## config.mk

```make
export PLATFORM = sky130hd
export DESIGN_NAME = word_token_extractor
export DESIGN_NICKNAME = d
export VERILOG_FILES = /design/src/hdl/wte_pkg.sv /design/src/hdl/wte_cell.sv /design/src/hdl/wte_ctrl.sv /design/src/hdl/word_token_extractor.sv
export VERILOG_INCLUDE_DIRS = /design/src /design/src/hdl
export SDC_FILE = /design/constraint.sdc
export NUM_CORES = 1
export LEC_CHECK = 0
export ABC_AREA = 1
export BUFFER_PORTS_ARGS = -buffer_cell sky130_fd_sc_hd__buf_2
export CAP_MARGIN = 25
export CORE_MARGIN = 5
export CORE_UTILIZATION = 60
export DETAILED_ROUTE_END_ITERATION = 8
export PLACE_DENSITY = 0.77
export SYNTH_ARGS = -nofsm -noshare
export SYNTH_HDL_FRONTEND = slang
export SYNTH_SLANG_ARGS = --single-unit
```

## constraint.sdc

```tcl
create_clock -name clk -period 3.6 [get_ports clk]
set_input_delay 0.54 -clock clk [delete_from_list [all_inputs] [get_ports clk]]
set_output_delay 0.54 -clock clk [all_outputs]
set_load 0.01 [all_outputs]
```

## src/hdl/word_token_extractor_macros.svh

```systemverilog
// Assertion macros used by the word token extractor sequencer RTL.
`ifndef WORD_TOKEN_EXTRACTOR_MACROS_SVH
`define WORD_TOKEN_EXTRACTOR_MACROS_SVH

// Same-cycle implication, checked out of reset.
`define WTE_ASSERT_NOW(lbl, ante, cons, msg) \
    lbl: assert property (@(posedge clk) disable iff (!rst_n) (ante) |-> (cons)) \
        else $error(msg);

// Next-cycle implication, checked out of reset.
`define WTE_ASSERT_NEXT(lbl, ante, cons, msg) \
    lbl: assert property (@(posedge clk) disable iff (!rst_n) (ante) |=> (cons)) \
        else $error(msg);

`endif

```

## src/hdl/wte_pkg.sv

```systemverilog
// Types, constants and byte classification for the word token extractor.
package wte_pkg;

    localparam logic [7:0] APOSTROPHE = 8'h27;

    typedef enum logic [1:0] {
        CLS_ADD,
        CLS_DUMP,
        CLS_END
    } cls_t;

    typedef enum logic {
        ST_IDLE,
        ST_EMIT
    } state_t;

    // Control from the sequencer to the row of character cells.
    typedef struct packed {
        logic       append;
        logic       shift;
        logic [7:0] wr_char;
    } chain_ctl_t;

    function automatic logic [7:0] fold_lower(input logic [7:0] c);
        logic [7:0] r;
        r = c;
        if (c >= 8'h41 && c <= 8'h5A)
        begin
            r = c + 8'h20;
        end
        return r;
    endfunction

    // Classify a byte that is already folded to lower case.
    function automatic cls_t classify(input logic [7:0] c);
        cls_t r;
        if ((c >= 8'h61 && c <= 8'h7A) || c == APOSTROPHE)
        begin
            r = CLS_ADD;
        end
        else if (c >= 8'h30 && c <= 8'h39)
        begin
            r = CLS_DUMP;
        end
        else if (c == 8'h20 || (c >= 8'h09 && c <= 8'h0D))
        begin
            r = CLS_END;
        end
        else if (c >= 8'h21 && c <= 8'h7E)
        begin
            r = CLS_END;
        end
        else
        begin
            r = CLS_DUMP;
        end
        return r;
    endfunction

endpackage

```

## src/hdl/wte_cell.sv

```systemverilog
// One character cell of the word buffer chain.
module wte_cell #(
    parameter int CW  = 6,
    parameter int IDX = 0
) (
    input  logic                clk,
    input  wte_pkg::chain_ctl_t ctl,
    input  logic [CW-1:0]       count,
    input  logic [7:0]          nb_char,
    output logic [7:0]          char_q
);

    logic [7:0] char_reg;

    // Loaded when this cell is the next free slot; shifts toward the head on emit.
    always_ff @(posedge clk)
    begin
        if (ctl.append && count == CW'(IDX))
        begin
            char_reg <= ctl.wr_char;
        end
        else if (ctl.shift)
        begin
            char_reg <= nb_char;
        end
    end

    assign char_q = char_reg;

endmodule

```

## src/hdl/wte_ctrl.sv

```systemverilog
// Sequencer: classifies input bytes, tracks word length and drives the output register.
`include "word_token_extractor_macros.svh"

module wte_ctrl #(
    parameter int MAX_WORD = 32,
    parameter int CW       = 6
) (
    input  logic                clk,
    input  logic                rst_n,
    input  logic                in_valid,
    output logic                in_ready,
    input  logic [7:0]          in_byte,
    input  logic                end_of_input,
    input  logic [7:0]          head_char,
    output wte_pkg::chain_ctl_t ctl,
    output logic [CW-1:0]       count,
    output logic                out_valid,
    input  logic                out_ready,
    output logic [7:0]          word_char,
    output logic                last_char,
    output logic                truncated
);

    wte_pkg::state_t state_reg, state_next;
    logic [CW-1:0]   count_reg, count_next;
    logic [CW-1:0]   rem_reg, rem_next;
    logic            ovf_reg, ovf_next;
    logic            trunc_b_reg, trunc_b_next;
    logic            out_valid_reg, out_valid_next;
    logic [7:0]      char_reg, char_next;
    logic            last_reg, last_next;
    logic            trunc_reg, trunc_next;

    logic            in_fire;
    logic            slot_free;
    logic [7:0]      folded;
    wte_pkg::cls_t   cls;

    assign in_ready  = (state_reg == wte_pkg::ST_IDLE);
    assign in_fire   = in_valid && in_ready;
    assign slot_free = !out_valid_reg || out_ready;
    assign folded    = wte_pkg::fold_lower(in_byte);
    assign cls       = wte_pkg::classify(folded);

    always_ff @(posedge clk or negedge rst_n)
    begin
        if (!rst_n)
        begin
            state_reg     <= wte_pkg::ST_IDLE;
            count_reg     <= '0;
            rem_reg       <= '0;
            ovf_reg       <= 1'b0;
            trunc_b_reg   <= 1'b0;
            out_valid_reg <= 1'b0;
        end
        else
        begin
            state_reg     <= state_next;
            count_reg     <= count_next;
            rem_reg       <= rem_next;
            ovf_reg       <= ovf_next;
            trunc_b_reg   <= trunc_b_next;
            out_valid_reg <= out_valid_next;
        end
    end

    always_ff @(posedge clk)
    begin
        char_reg  <= char_next;
        last_reg  <= last_next;
        trunc_reg <= trunc_next;
    end

    always_comb
    begin
        state_next     = state_reg;
        count_next     = count_reg;
        rem_next       = rem_reg;
        ovf_next       = ovf_reg;
        trunc_b_next   = trunc_b_reg;
        out_valid_next = out_valid_reg && !out_ready;
        char_next      = char_reg;
        last_next      = last_reg;
        trunc_next     = trunc_reg;
        ctl.append     = 1'b0;
        ctl.shift      = 1'b0;
        ctl.wr_char    = folded;

        unique case (state_reg)
            wte_pkg::ST_IDLE:
            begin
                if (in_fire)
                begin
                    if (end_of_input || cls == wte_pkg::CLS_END)
                    begin
                        if (count_reg != '0)
                        begin
                            state_next   = wte_pkg::ST_EMIT;
                            rem_next     = count_reg;
                            trunc_b_next = ovf_reg;
                        end
                        count_next = '0;
                        ovf_next   = 1'b0;
                    end
                    else if (cls == wte_pkg::CLS_ADD)
                    begin
                        if (count_reg != CW'(MAX_WORD))
                        begin
                            ctl.append = 1'b1;
                            count_next = count_reg + 1'b1;
                        end
                        else
                        begin
                            ovf_next = 1'b1;
                        end
                    end
                    else
                    begin
                        count_next = '0;
                        ovf_next   = 1'b0;
                    end
                end
            end
            wte_pkg::ST_EMIT:
            begin
                if (slot_free)
                begin
                    ctl.shift      = 1'b1;
                    out_valid_next = 1'b1;
                    char_next      = head_char;
                    last_next      = (rem_reg == CW'(1));
                    trunc_next     = trunc_b_reg;
                    rem_next       = rem_reg - 1'b1;
                    if (rem_reg == CW'(1))
                    begin
                        state_next = wte_pkg::ST_IDLE;
                    end
                end
            end
            default:
            begin
                state_next = wte_pkg::ST_IDLE;
            end
        endcase
    end

    assign count     = count_reg;
    assign out_valid = out_valid_reg;
    assign word_char = char_reg;
    assign last_char = last_reg;
    assign truncated = trunc_reg;

    `WTE_ASSERT_NOW(a_count_cap, 1'b1, count_reg <= CW'(MAX_WORD), "word length above capacity")
    `WTE_ASSERT_NOW(a_emit_rem, state_reg == wte_pkg::ST_EMIT, rem_reg != '0, "emit with nothing left")
    `WTE_ASSERT_NOW(a_emit_empty, state_reg == wte_pkg::ST_EMIT, count_reg == '0, "buffer not cleared during emit")
    `WTE_ASSERT_NOW(a_mid_emit, out_valid_reg && !last_reg, state_reg == wte_pkg::ST_EMIT, "mid-word char outside emit")

endmodule

```

## src/hdl/word_token_extractor.sv

```systemverilog
// Top level of the word token extractor: cell chain plus sequencer.
//
// Input channel (in_valid/in_ready, in_byte, end_of_input): one byte per
// accepted byte. Letters are folded to lower case and, with apostrophes,
// appended to a row of MAX_WORD character cells. Digits, control codes,
// DEL and bytes 0x80-0xFF drop the partial word. White space and other
// punctuation end the word; end_of_input does the same and ignores in_byte.
// Output channel (out_valid/out_ready, word_char, last_char, truncated):
// one character per transfer, last_char on the final one, truncated on every
// character of a word that lost letters past MAX_WORD.
// Throughput: letters, discards and empty word ends never block the input.
// A word end with W stored characters moves the sequencer to its emit
// state, in which the cell row shifts one character per cycle toward the
// head into the output register while that register is free; input is
// not taken during that burst. The first character is loaded in emit.
// A stalled receiver holds the output register and pauses the shift; input
// stays blocked until the last character is loaded, and bytes are accepted
// again while that last character waits.
// Reset clears the word length, the overflow flag and the output valid;
// the cell contents need no reset.
module word_token_extractor #(
    parameter int MAX_WORD = 32
) (
    input  logic       clk,
    input  logic       rst_n,
    input  logic       in_valid,
    output logic       in_ready,
    input  logic [7:0] in_byte,
    input  logic       end_of_input,
    output logic       out_valid,
    input  logic       out_ready,
    output logic [7:0] word_char,
    output logic       last_char,
    output logic       truncated
);

    localparam int CW = $clog2(MAX_WORD + 1);

    wte_pkg::chain_ctl_t ctl;
    logic [CW-1:0]       count;
    logic [7:0]          cell_char [MAX_WORD];

    // Cell 0 is the head; every cell but the last takes its right neighbor on a shift.
    for (genvar i = 0; i < MAX_WORD; i++)
    begin : g_cell
        logic [7:0] nb_char;
        if (i == MAX_WORD - 1)
        begin : g_tail
            assign nb_char = cell_char[i];
        end
        else
        begin : g_mid
            assign nb_char = cell_char[i+1];
        end

        wte_cell #(
            .CW  (CW),
            .IDX (i)
        ) u_cell (
            .clk     (clk),
            .ctl     (ctl),
            .count   (count),
            .nb_char (nb_char),
            .char_q  (cell_char[i])
        );
    end

    wte_ctrl #(
        .MAX_WORD (MAX_WORD),
        .CW       (CW)
    ) u_ctrl (
        .clk          (clk),
        .rst_n        (rst_n),
        .in_valid     (in_valid),
        .in_ready     (in_ready),
        .in_byte      (in_byte),
        .end_of_input (end_of_input),
        .head_char    (cell_char[0]),
        .ctl          (ctl),
        .count        (count),
        .out_valid    (out_valid),
        .out_ready    (out_ready),
        .word_char    (word_char),
        .last_char    (last_char),
        .truncated    (truncated)
    );

endmodule

```

# Word-level counts from Yosys, hierarchy flattened

Cells that the tools add are included.

Flip-flop bits (word level): 282
Input bits: 13
Logic and storage cells: 274

$add $sub $neg: 3
Eq/ne operators: 42
Reduce and logical (&&, ||, !) cells: 84
Multiplexer cells: 93
Bitwise logic cells: 1
Magnitude comparators: 10

Operators by type and width:

| cell                                                                              | number |
|---|---|
| 8-bit 2-to-1 mux                                                                  | 63 |
| 6-bit by 5-bit == test with 1-bit output (second input constant)                  | 16 |
| 2-bit nonzero test                                                                | 31 |
| 6-bit by 4-bit == test with 1-bit output (second input constant)                  | 8 |
| 6-bit 2-to-1 mux                                                                  | 7 |
| 1-bit logical AND                                                                 | 39 |
| 6-bit by 3-bit == test with 1-bit output (second input constant)                  | 4 |
| 8-bit by 7-bit less-or-equal comparator with 1-bit output (second input constant) | 3 |
| 1-bit 2-to-1 mux                                                                  | 17 |
| 8-bit by 6-bit == test with 1-bit output (second input constant)                  | 2 |
| 8-bit by 6-bit >= comparator with 1-bit output (second input constant)            | 2 |
| 8-bit by 7-bit >= comparator with 1-bit output (second input constant)            | 2 |
| 6-bit by 1-bit == test with 1-bit output (second input constant)                  | 2 |
| 6-bit by 2-bit == test with 1-bit output (second input constant)                  | 2 |
| 6-bit one-hot mux with 2 select lines                                             | 1 |
| 8-bit by 6-bit adder with 8-bit output (second input constant)                    | 1 |
| 8-bit by 4-bit >= comparator with 1-bit output (second input constant)            | 1 |
| 8-bit by 4-bit less-or-equal comparator with 1-bit output (second input constant) | 1 |
| 8-bit by 6-bit less-or-equal comparator with 1-bit output (second input constant) | 1 |
| 2-bit 2-to-1 mux                                                                  | 4 |
| 2-bit inequality test (second input constant)                                     | 4 |
| 4-bit AND reduction                                                               | 2 |
| 6-bit by 1-bit adder with 6-bit output (second input constant)                    | 1 |
| 6-bit zero test                                                                   | 1 |
| 12 further kinds                                                                  | 18 |

# Longest topological paths before layout

Gate-level depths: netlist (run 1).

Depth in word-level cells: 16
Mapped depth: 22
Depth with buffers taken out: 19

# Cells and area by module

A second synthesis (run 1) with hierarchy kept.

Cells, all modules: 1620
Area total of the unflattened synthesis: 15114.5 sq um

By module, submodules not included:

| module                            | instances | area each (sq um) | cells each |
|---|---|---|---|
| wte_cell at g_cell[11].u_cell ... | 7         | 432.9             | 44 |
| wte_cell at g_cell[21].u_cell ... | 5         | 402.9             | 42 |
| wte_cell at g_cell[10].u_cell ... | 4         | 430.4             | 50 |
| wte_ctrl                          | 1         | 1604.0            | 190 |
| wte_cell at g_cell[15].u_cell ... | 3         | 409.1             | 43 |
| wte_cell at g_cell[17].u_cell ... | 2         | 439.2             | 49 |
| wte_cell at g_cell[0].u_cell ...  | 2         | 436.7             | 45 |
| wte_cell at g_cell[13].u_cell ... | 2         | 427.9             | 50 |
| wte_cell at g_cell[19].u_cell ... | 2         | 425.4             | 42 |
| wte_cell at g_cell[23].u_cell ... | 2         | 419.2             | 41 |
| wte_cell at g_cell[20].u_cell ... | 2         | 404.1             | 43 |
| wte_cell at g_cell[3].u_cell      | 1         | 411.6             | 43 |

# Least setup slack after synthesis (run 1)

Ideal clock, no wire load.

Kind: in2reg
Start: input port in_byte[0]
End: register g_cell[31].u_cell.char_reg[0] (enable)
Data arrival time: 2.620 ns
Cell stages on the path: 14
Slack: 0.586 ns
Buffers on the path: 1
Path through: buf_2 > nor2_1 > nand3_1 > nand3_2 > nand2_2 > nand2_1 > nand2_1 > nor2_1 > nand3_1 > nand2_1 > nor2_4 > nor2_8 > nand2_4 > nor4_1

Longest elaborated chain between the ends: 15

RTL lines:

| what                                                                                                                               | RTL line                        | source |
|---|---|---|
| start: declaration                                                                                                                 | word_token_extractor.sv:28      | `input logic [7:0] in_byte,` |
| 8-bit by 7-bit >= comparator with 1-bit output / 8-bit by 7-bit less-or-equal comparator with 1-bit output (equally long branches) | wte_pkg.sv:27                   | `if (c >= 8'h41 && c <= 8'h5A)` |
| 1-bit logical AND                                                                                                                  | wte_pkg.sv:27                   |  |
| 8-bit 2-to-1 mux *                                                                                                                 | wte_pkg.sv:27                   |  |
| 8-bit by 6-bit >= comparator with 1-bit output (tied with other cells)                                                             | wte_pkg.sv:49                   | `else if (c >= 8'h21 && c <= 8'h7E)` |
| 1-bit logical AND, on equally long branches                                                                                        | wte_pkg.sv:49, wte_pkg.sv:45    |  |
| 2-bit 2-to-1 mux / 1-bit logical OR (equally long branches)                                                                        | wte_pkg.sv:49, wte_pkg.sv:45    |  |
| 2-bit 2-to-1 mux                                                                                                                   | wte_pkg.sv:45                   | `else if (c == 8'h20 \|\| (c >= 8'h09 && c <= 8'h0D))` |
| 2-bit 2-to-1 mux                                                                                                                   | wte_pkg.sv:41                   | `else if (c >= 8'h30 && c <= 8'h39)` |
| 2-bit 2-to-1 mux *                                                                                                                 | wte_pkg.sv:37                   | `if ((c >= 8'h61 && c <= 8'h7A) \|\| c == APOSTROPHE)` |
| 2-bit zero test / 2-bit == test (equally long branches)                                                                            | wte_ctrl.sv:105, wte_ctrl.sv:94 |  |
| 1-bit 2-to-1 mux / 1-bit logical OR (equally long branches)                                                                        | wte_ctrl.sv:105, wte_ctrl.sv:94 |  |
| 1-bit 2-to-1 mux *                                                                                                                 | wte_ctrl.sv:94                  | `if (end_of_input \|\| cls == wte_pkg::CLS_END)` |
| 1-bit 2-to-1 mux *                                                                                                                 | wte_ctrl.sv:92                  | `if (in_fire)` |
| 1-bit 2-to-1 mux *                                                                                                                 | wte_ctrl.sv:89                  | `unique case (state_reg)` |
| 1-bit logical AND *                                                                                                                | wte_cell.sv:18                  | `if (ctl.append && count == CW'(IDX))` |
| end signal: assignment                                                                                                             | wte_cell.sv:20                  | `char_reg <= ctl.wr_char;` |
| end signal: assignment                                                                                                             | wte_cell.sv:24                  | `char_reg <= nb_char;` |
| end: declaration                                                                                                                   | wte_cell.sv:13                  | `logic [7:0] char_reg;` |

Every way passes the cells marked *; elsewhere a longest branch is shown, timed or not.
A chain may end at the register's enable or synchronous reset.

# Final worst setup path (run 1)

Start: register u_ctrl.count_reg[0] (netlist: u_ctrl.count[0])
End: register g_cell[2].u_cell.char_reg[6] (enable)

Longest elaborated chain between the ends: 8

RTL lines:

| what                                  | RTL line        | source |
|---|---|---|
| start: declaration                    | wte_ctrl.sv:25  | `logic [CW-1:0] count_reg, count_next;` |
| start signal: assignment              | wte_ctrl.sv:59  | `count_reg <= count_next;` |
| 6-bit inequality test                 | wte_ctrl.sv:107 | `if (count_reg != CW'(MAX_WORD))` |
| 1-bit 2-to-1 mux                      | wte_ctrl.sv:107 |  |
| 1-bit 2-to-1 mux                      | wte_ctrl.sv:105 | `else if (cls == wte_pkg::CLS_ADD)` |
| 1-bit 2-to-1 mux                      | wte_ctrl.sv:94  |  |
| 1-bit 2-to-1 mux                      | wte_ctrl.sv:92  |  |
| 1-bit 2-to-1 mux                      | wte_ctrl.sv:89  |  |
| 1-bit logical AND *                   | wte_cell.sv:18  |  |
| 2-bit nonzero test (no source line) * | n/a             |  |
| end signal: assignment                | wte_cell.sv:20  |  |
| end signal: assignment                | wte_cell.sv:24  |  |
| end: declaration                      | wte_cell.sv:13  |  |

Marks and branches as above.

==> out/qor.yml, run 1 <==
timing:
  post-route-min-period_ps: 3160
  rsz0062_at_grt: "no"
  finalCritPeriodShare_pct: 87.9
  final_max_slew_viol_count: 0
  setup_tns_ps: 0
  fmax_ghz: 0.316
  setup_slack_ps: 436
  whs_ps: 257
  slew_headroom_pct: 49.6
  setup_violations: 0
  tightestPinTransition_ps: 755
  finClkSkew_ps: 14.0
  hold_violations: 0
grt:
  antenna_found_initial: 0
  grt_pass1_wl_um: 43300
  track_usage_pct: 22.3
  gr-total-overflow: 0
  grt_max_degree: 88
  grt_pass1_vias: 8279
clock_tree:
  post_cts_buffers: 0
  cts-buffers-inserted: 29
  cts.repair.resized: 0
  clockRootBuffer: "clkbuf_16"
  clk_pin_slew_ps: 60
  numClockSinks: 282
  cts-hold-fix-buffers: 1
  cts_tree: "done"
  clk_latency_ps: 540
  htreeDepth: 1
  cts_max_path_buffers: 3
floorplan:
  die_height_um: 156
  die_area_um2: 24200
  core_um2: 21000
  io_pins: 25
  fp.dieW_um: 156
  start_util_pct: 60.6
  rows: 53
placement:
  pre_cts_ws_ps: -12.1
  hpwl_um: 18200
  numPortBuffers: 24
  gp_congestion: 0.853
  placed_cells: 1497
cells_and_area:
  final_common_cell: "nand2_1"
  syn_to_final_growth_pct: 10.2
  mostFrequentLayoutCells: "nand2_1 (435), edfxtp_1 (266), nand3_1 (134)"
  multi_input_area_um2: 3670
  final_nets: 1275
  regArea_um2: 8390
  drive_gt1_share_pct: 9.88
  diodes: 0
  fin_cells: 1550
  fillers: 1573
  largest_register_ffs: 256
yosys:
  ys_types: 32
  netlist_top_cells_area: "edfxtp_1 (63%), nand2_1 (13%), nand3_1 (5.3%)"
  synth_compound_area_share_pct: 5.44
  syn_nets: 1256
  synthMuxAreaShare_pct: 0
  synth-xor-area-share_pct: 0.345
  netlist_area_um2: 12700
  synth_top_area_cell: "edfxtp_1"
  synth_top_family_by_area: "simple AND/OR/NAND/NOR gates"
  yosys.area.top_type_share_pct: 62.9
  synth-simple-area-share_pct: 22.3
  ys_seq_area_share_pct: 66.0
  syn_avg_cell_area_um2: 10.3
  ys_ff_latch: 282
  yosys_warnings: 0
  synthCells: 1235
  synth_adder_area_share_pct: 0.788
setup_path:
  cp-start-kind: "register"
  worstSetupPathType: "register to register"
  cp-end-kind: "register"
  worstPathRequired_ps: 3800
  path_max_fanout: 14
  critical_path_arrival_ps: 3370
route:
  drtIter0Drc: 907
  drc_errors: 0
  via_per_inst: 5.64
  dr.pass1.iters: 5
  wirelength_um: 26800
  route.vias.total: 8749
  ant_nets: 0
  wl_per_cell_um: 17.3
power_and_ir_drop:
  p_leak_uw: 0.00593
  p_per_area_nw_per_um2: 684
  ir_drop_mv: 0.432
  p_total_uw: 9580
outcome:
  status: "finished, final reports clean"
min_path:
  worstHoldPathType: "input pin to register"
flow_run:
  maxCapViolations: 0
layout make-up:
cell class	count	area share, %
repair buffers	46	2.32
clock inverters	21	1.58
flip-flops and latches	282	59.9
well taps	275	2.46
inverters	84	2.27
clock buffers	31	5.24
multi-input cells	811	26.2
critical path, stage by stage (launching register included):
cell and delay, ps:
dfrtp_1 440, inv_1 140, ha_1 220, inv_1 190, nor2_1 160, inv_1 100
nor3_1 60, nor2_1 240, nand2_4 130, nor2_4 470, nand2_1 320, nand2_1 370
report_power, final:
group / leakage, uW / internal, uW / total, uW / switching (uW)
clock network: 0.000463 / 1760 / 2980 / 1220
registers: 0.00268 / 4810 / 5070 / 261
logic: 0.00279 / 459 / 1520 / 1060
synthesized netlist by cell type:
| cell type | number |
|---|---|
| xnor2_1 | 1 |
| nand3_2 | 1 |
| nand3_1 | 134 |
| o22ai_1 | 1 |
| nand4_1 | 2 |
| clkbuf_1 | 23 |
| nor2_4 | 2 |
| inv_1 | 80 |
| or2_2 | 2 |
| o21ai_0 | 17 |
| xor2_1 | 4 |
| nand2_4 | 1 |
| dfrtp_1 | 16 |
| nand2_2 | 24 |
| nor2_8 | 1 |
| o21ai_2 | 1 |
| nand2_1 | 435 |
| buf_1 | 1 |
| buf_6 | 4 |
| ha_1 | 8 |
| inv_4 | 1 |
| buf_2 | 11 |
| buf_4 | 19 |
| edfxtp_1 | 266 |
| a21boi_0 | 30 |
| inv_2 | 3 |
| nor2_1 | 68 |
| o21ai_1 | 70 |
| nor4_1 | 1 |
| a21oi_1 | 1 |
| nor3_1 | 6 |
| o2111a_1 | 1 |
logic make-up (layout without fill, tap and decap cells):
family	Yosys count	in the layout
buffers and inverters	142	182
adders and majority gates	8	8
and+or+nand+nor	677	677
AOI/OAI and AO/OA	121	121
xor gates and xnor gates	5	5
DFF	282	282
layer usage:
| metal | GRT usage (%) | vias up | part of all wire, % |
|---|---|---|---|
| li1 | - | 4199 | - |
| met1 | 32.2 | 4141 | 42 |
| met2 | 36.6 | 352 | 48 |
| met3 | 3.05 | 57 | 7.6 |
| met4 | 5.29 | 0 | 2.5 |
| met5 | 0 | - | 0 |
final timing paths:
path	start	endpoint	slack, ps	cells past startpoint
max	u_ctrl.count[0]	g_cell[2].u_cell.char_q[6]	440	11
min	in_byte[4]	g_cell[31].u_cell.char_q[4]	260	1
max reg2reg	u_ctrl.count[0]	g_cell[2].u_cell.char_q[6]	440	11
min reg2reg	g_cell[0].u_cell.char_q[4]	u_ctrl.word_char[4]	420	0
max in group asynchronous	rst_n	u_ctrl.trunc_b_reg	2860	2
min in group asynchronous	rst_n	u_ctrl.count[2]	460	2
per-stage QoR:
step                      area [um2]  utilization (%)
after global placement         13000             62.2
after CTS                      14000             66.8
after floorplan                12700                -
after global routing           14000             66.8
final                          14000             66.8
after detailed placement       13000             62.2
No activity file was read; power rests on OpenSTA's default activity.
==> inputs of run 2 (changes only) <==
--- a/config.mk
+++ b/config.mk
@@ -9,10 +9,12 @@
 export ABC_AREA = 1
 export BUFFER_PORTS_ARGS = -buffer_cell sky130_fd_sc_hd__buf_2
 export CAP_MARGIN = 25
+export CELL_PAD_IN_SITES_DETAIL_PLACEMENT = 1
+export CELL_PAD_IN_SITES_GLOBAL_PLACEMENT = 2
 export CORE_MARGIN = 5
-export CORE_UTILIZATION = 60
+export CORE_UTILIZATION = 42
 export DETAILED_ROUTE_END_ITERATION = 8
-export PLACE_DENSITY = 0.77
+export PLACE_DENSITY = 0.8
 export SYNTH_ARGS = -nofsm -noshare
 export SYNTH_HDL_FRONTEND = slang
 export SYNTH_SLANG_ARGS = --single-unit
==> run 2 against run 1 <==
Final cell count grew 7.5%. Flip-flop and latch count did not move. Total power is 1.2% higher. Setup slack improved by 91 ps. Via count shrank 1.4%. First-iteration DRC count is 47% lower. Final area increased by 1.1%. Hold slack worse by 13 ps.
==> out/qor.yml, run 2 (synthesis results as in run 1) <==
timing:
  final_max_slew_viol_count: 0
  tightestPinTransition_ps: 718
  slew_headroom_pct: 51.9
  hold_violations: 0
  fmax_ghz: 0.325
  rsz0062_at_grt: "no"
  post-route-min-period_ps: 3070
  setup_tns_ps: 0
  finClkSkew_ps: 14.8
  setup_violations: 0
  finalCritPeriodShare_pct: 85.4
cells_and_area:
  fillers: 3288
  final_area_um2: 14100
  final_common_cell: "nand2_1"
  syn_to_final_growth_pct: 11.3
  diodes: 0
  mostFrequentLayoutCells: "nand2_1 (435), edfxtp_1 (266), nand3_1 (134)"
  drive_gt1_share_pct: 9.72
  largest_register_ffs: 256
  final_nets: 1275
  utilization_pct: 47.5
route:
  drc_errors: 0
  ant_nets: 0
  dr.pass1.iters: 5
  met1_length_um: 14700
  top_layer_used: "met4"
  via_per_inst: 5.18
  route.vias.total: 8625
  wl_met2_um: 14800
  drtIter0Drc: 477
  met3_length_um: 1110
  wirelength_um: 31200
  wl_per_cell_um: 18.7
grt:
  antenna_found_initial: 0
  grt_pass1_wl_um: 50300
  grt_max_degree: 38
  track_usage_pct: 18.7
  grt_pass1_vias: 9049
  gr-total-overflow: 0
power_and_ir_drop:
  ir_drop_mv: 0.440
  p_per_area_nw_per_um2: 685
  p_leak_uw: 0.00594
setup_path:
  worstSetupPathType: "register to register"
  cp-end-kind: "register"
  critical_path_arrival_ps: 3310
  cp-start-kind: "register"
  path_max_fanout: 37
  worstPathRequired_ps: 3830
  r2r_cells: 12
floorplan:
  die_area_um2: 33800
  fp.dieW_um: 184
  io_pins: 25
  die_height_um: 184
  core_um2: 29800
  rows: 63
  start_util_pct: 42.7
clock_tree:
  cts.repair.resized: 0
  numClockSinks: 282
  cts_max_path_buffers: 3
  cts-buffers-inserted: 30
  cts_tree: "done"
  clockRootBuffer: "clkbuf_16"
  cts-hold-fix-buffers: 1
  clk_latency_ps: 550
  htreeDepth: 1
  post_cts_buffers: 0
  clk_pin_slew_ps: 60
min_path:
  hold_path_depth: 1
  worstHoldPathType: "input pin to register"
placement:
  placed_cell_area_um2: 13200
  numPortBuffers: 24
  hpwl_um: 20900
  gp_congestion: 0.811
outcome:
  status: "finished, final reports clean"
flow_run:
  maxCapViolations: 0
[run 2: cell types whose count changed in the layout (fill, tap and decap cells not counted), sizes merged]
cell,change
buf,-1
bufinv,-1
clkbuf,+3
clkinv,+2
clkinvlp,-1
inv,-1
[run 2: worst paths after layout]
path	from	end	slack, ps
hold reg to reg	g_cell[0].u_cell.char_q[7]	u_ctrl.word_char[7]	420
max in group asynchronous	rst_n	u_ctrl.count[3]	2870
setup / recovery	u_ctrl.count[1]	g_cell[5].u_cell.char_q[3]	530
hold / removal	in_byte[2]	g_cell[31].u_cell.char_q[2]	240
setup reg to reg	u_ctrl.count[1]	g_cell[5].u_cell.char_q[3]	530
min in group asynchronous	rst_n	u_ctrl.rem_reg[3]	450
[run 2: metrics by stage]
step	hold slack, ps	power, uW	setup slack (ps)	cells
floorplan	244	6120	586	1235
global placement	401	6670	254	1611
detailed placement	406	6730	158	1611
CTS	220	9810	521	1666
global route	228	10200	281	1666
finish	244	9690	527	1666
[run 2: metal layers]
layer	vias to the layer above	track usage (%)
li1	4192	-
met1	4252	26.3
met2	143	31.5
met3	38	2.59
met4	0	3.55
met5	-	0
[run 2: where the power goes]
group,internal [uW],switching [uW]
sequential,4810,275
combinational,468,1090
clock,1770,1270
[run 2: layout make-up]
type / instances / area [um2] / share of cell area, %
sequential: 282 / 8390 / 59.3
inverter: 84 / 318 / 2.25
tap: 390 / 488 / 3.45
multi-input combinational: 811 / 3670 / 25.9
clock buffer: 34 / 787 / 5.56
timing repair buffer: 45 / 318 / 2.25
clock inverter: 20 / 179 / 1.26
[run 2: worst max-delay path: stages (launching register included)]
cell	delay [ps]
dfrtp_1	450
inv_1	150
ha_1	160
inv_1	130
nor2_1	410
inv_1	120
nor3_1	250
nor2_1	130
nand2_4	140
nor2_4	50
buf_12	200
nand2_1	250
nand2_1	290
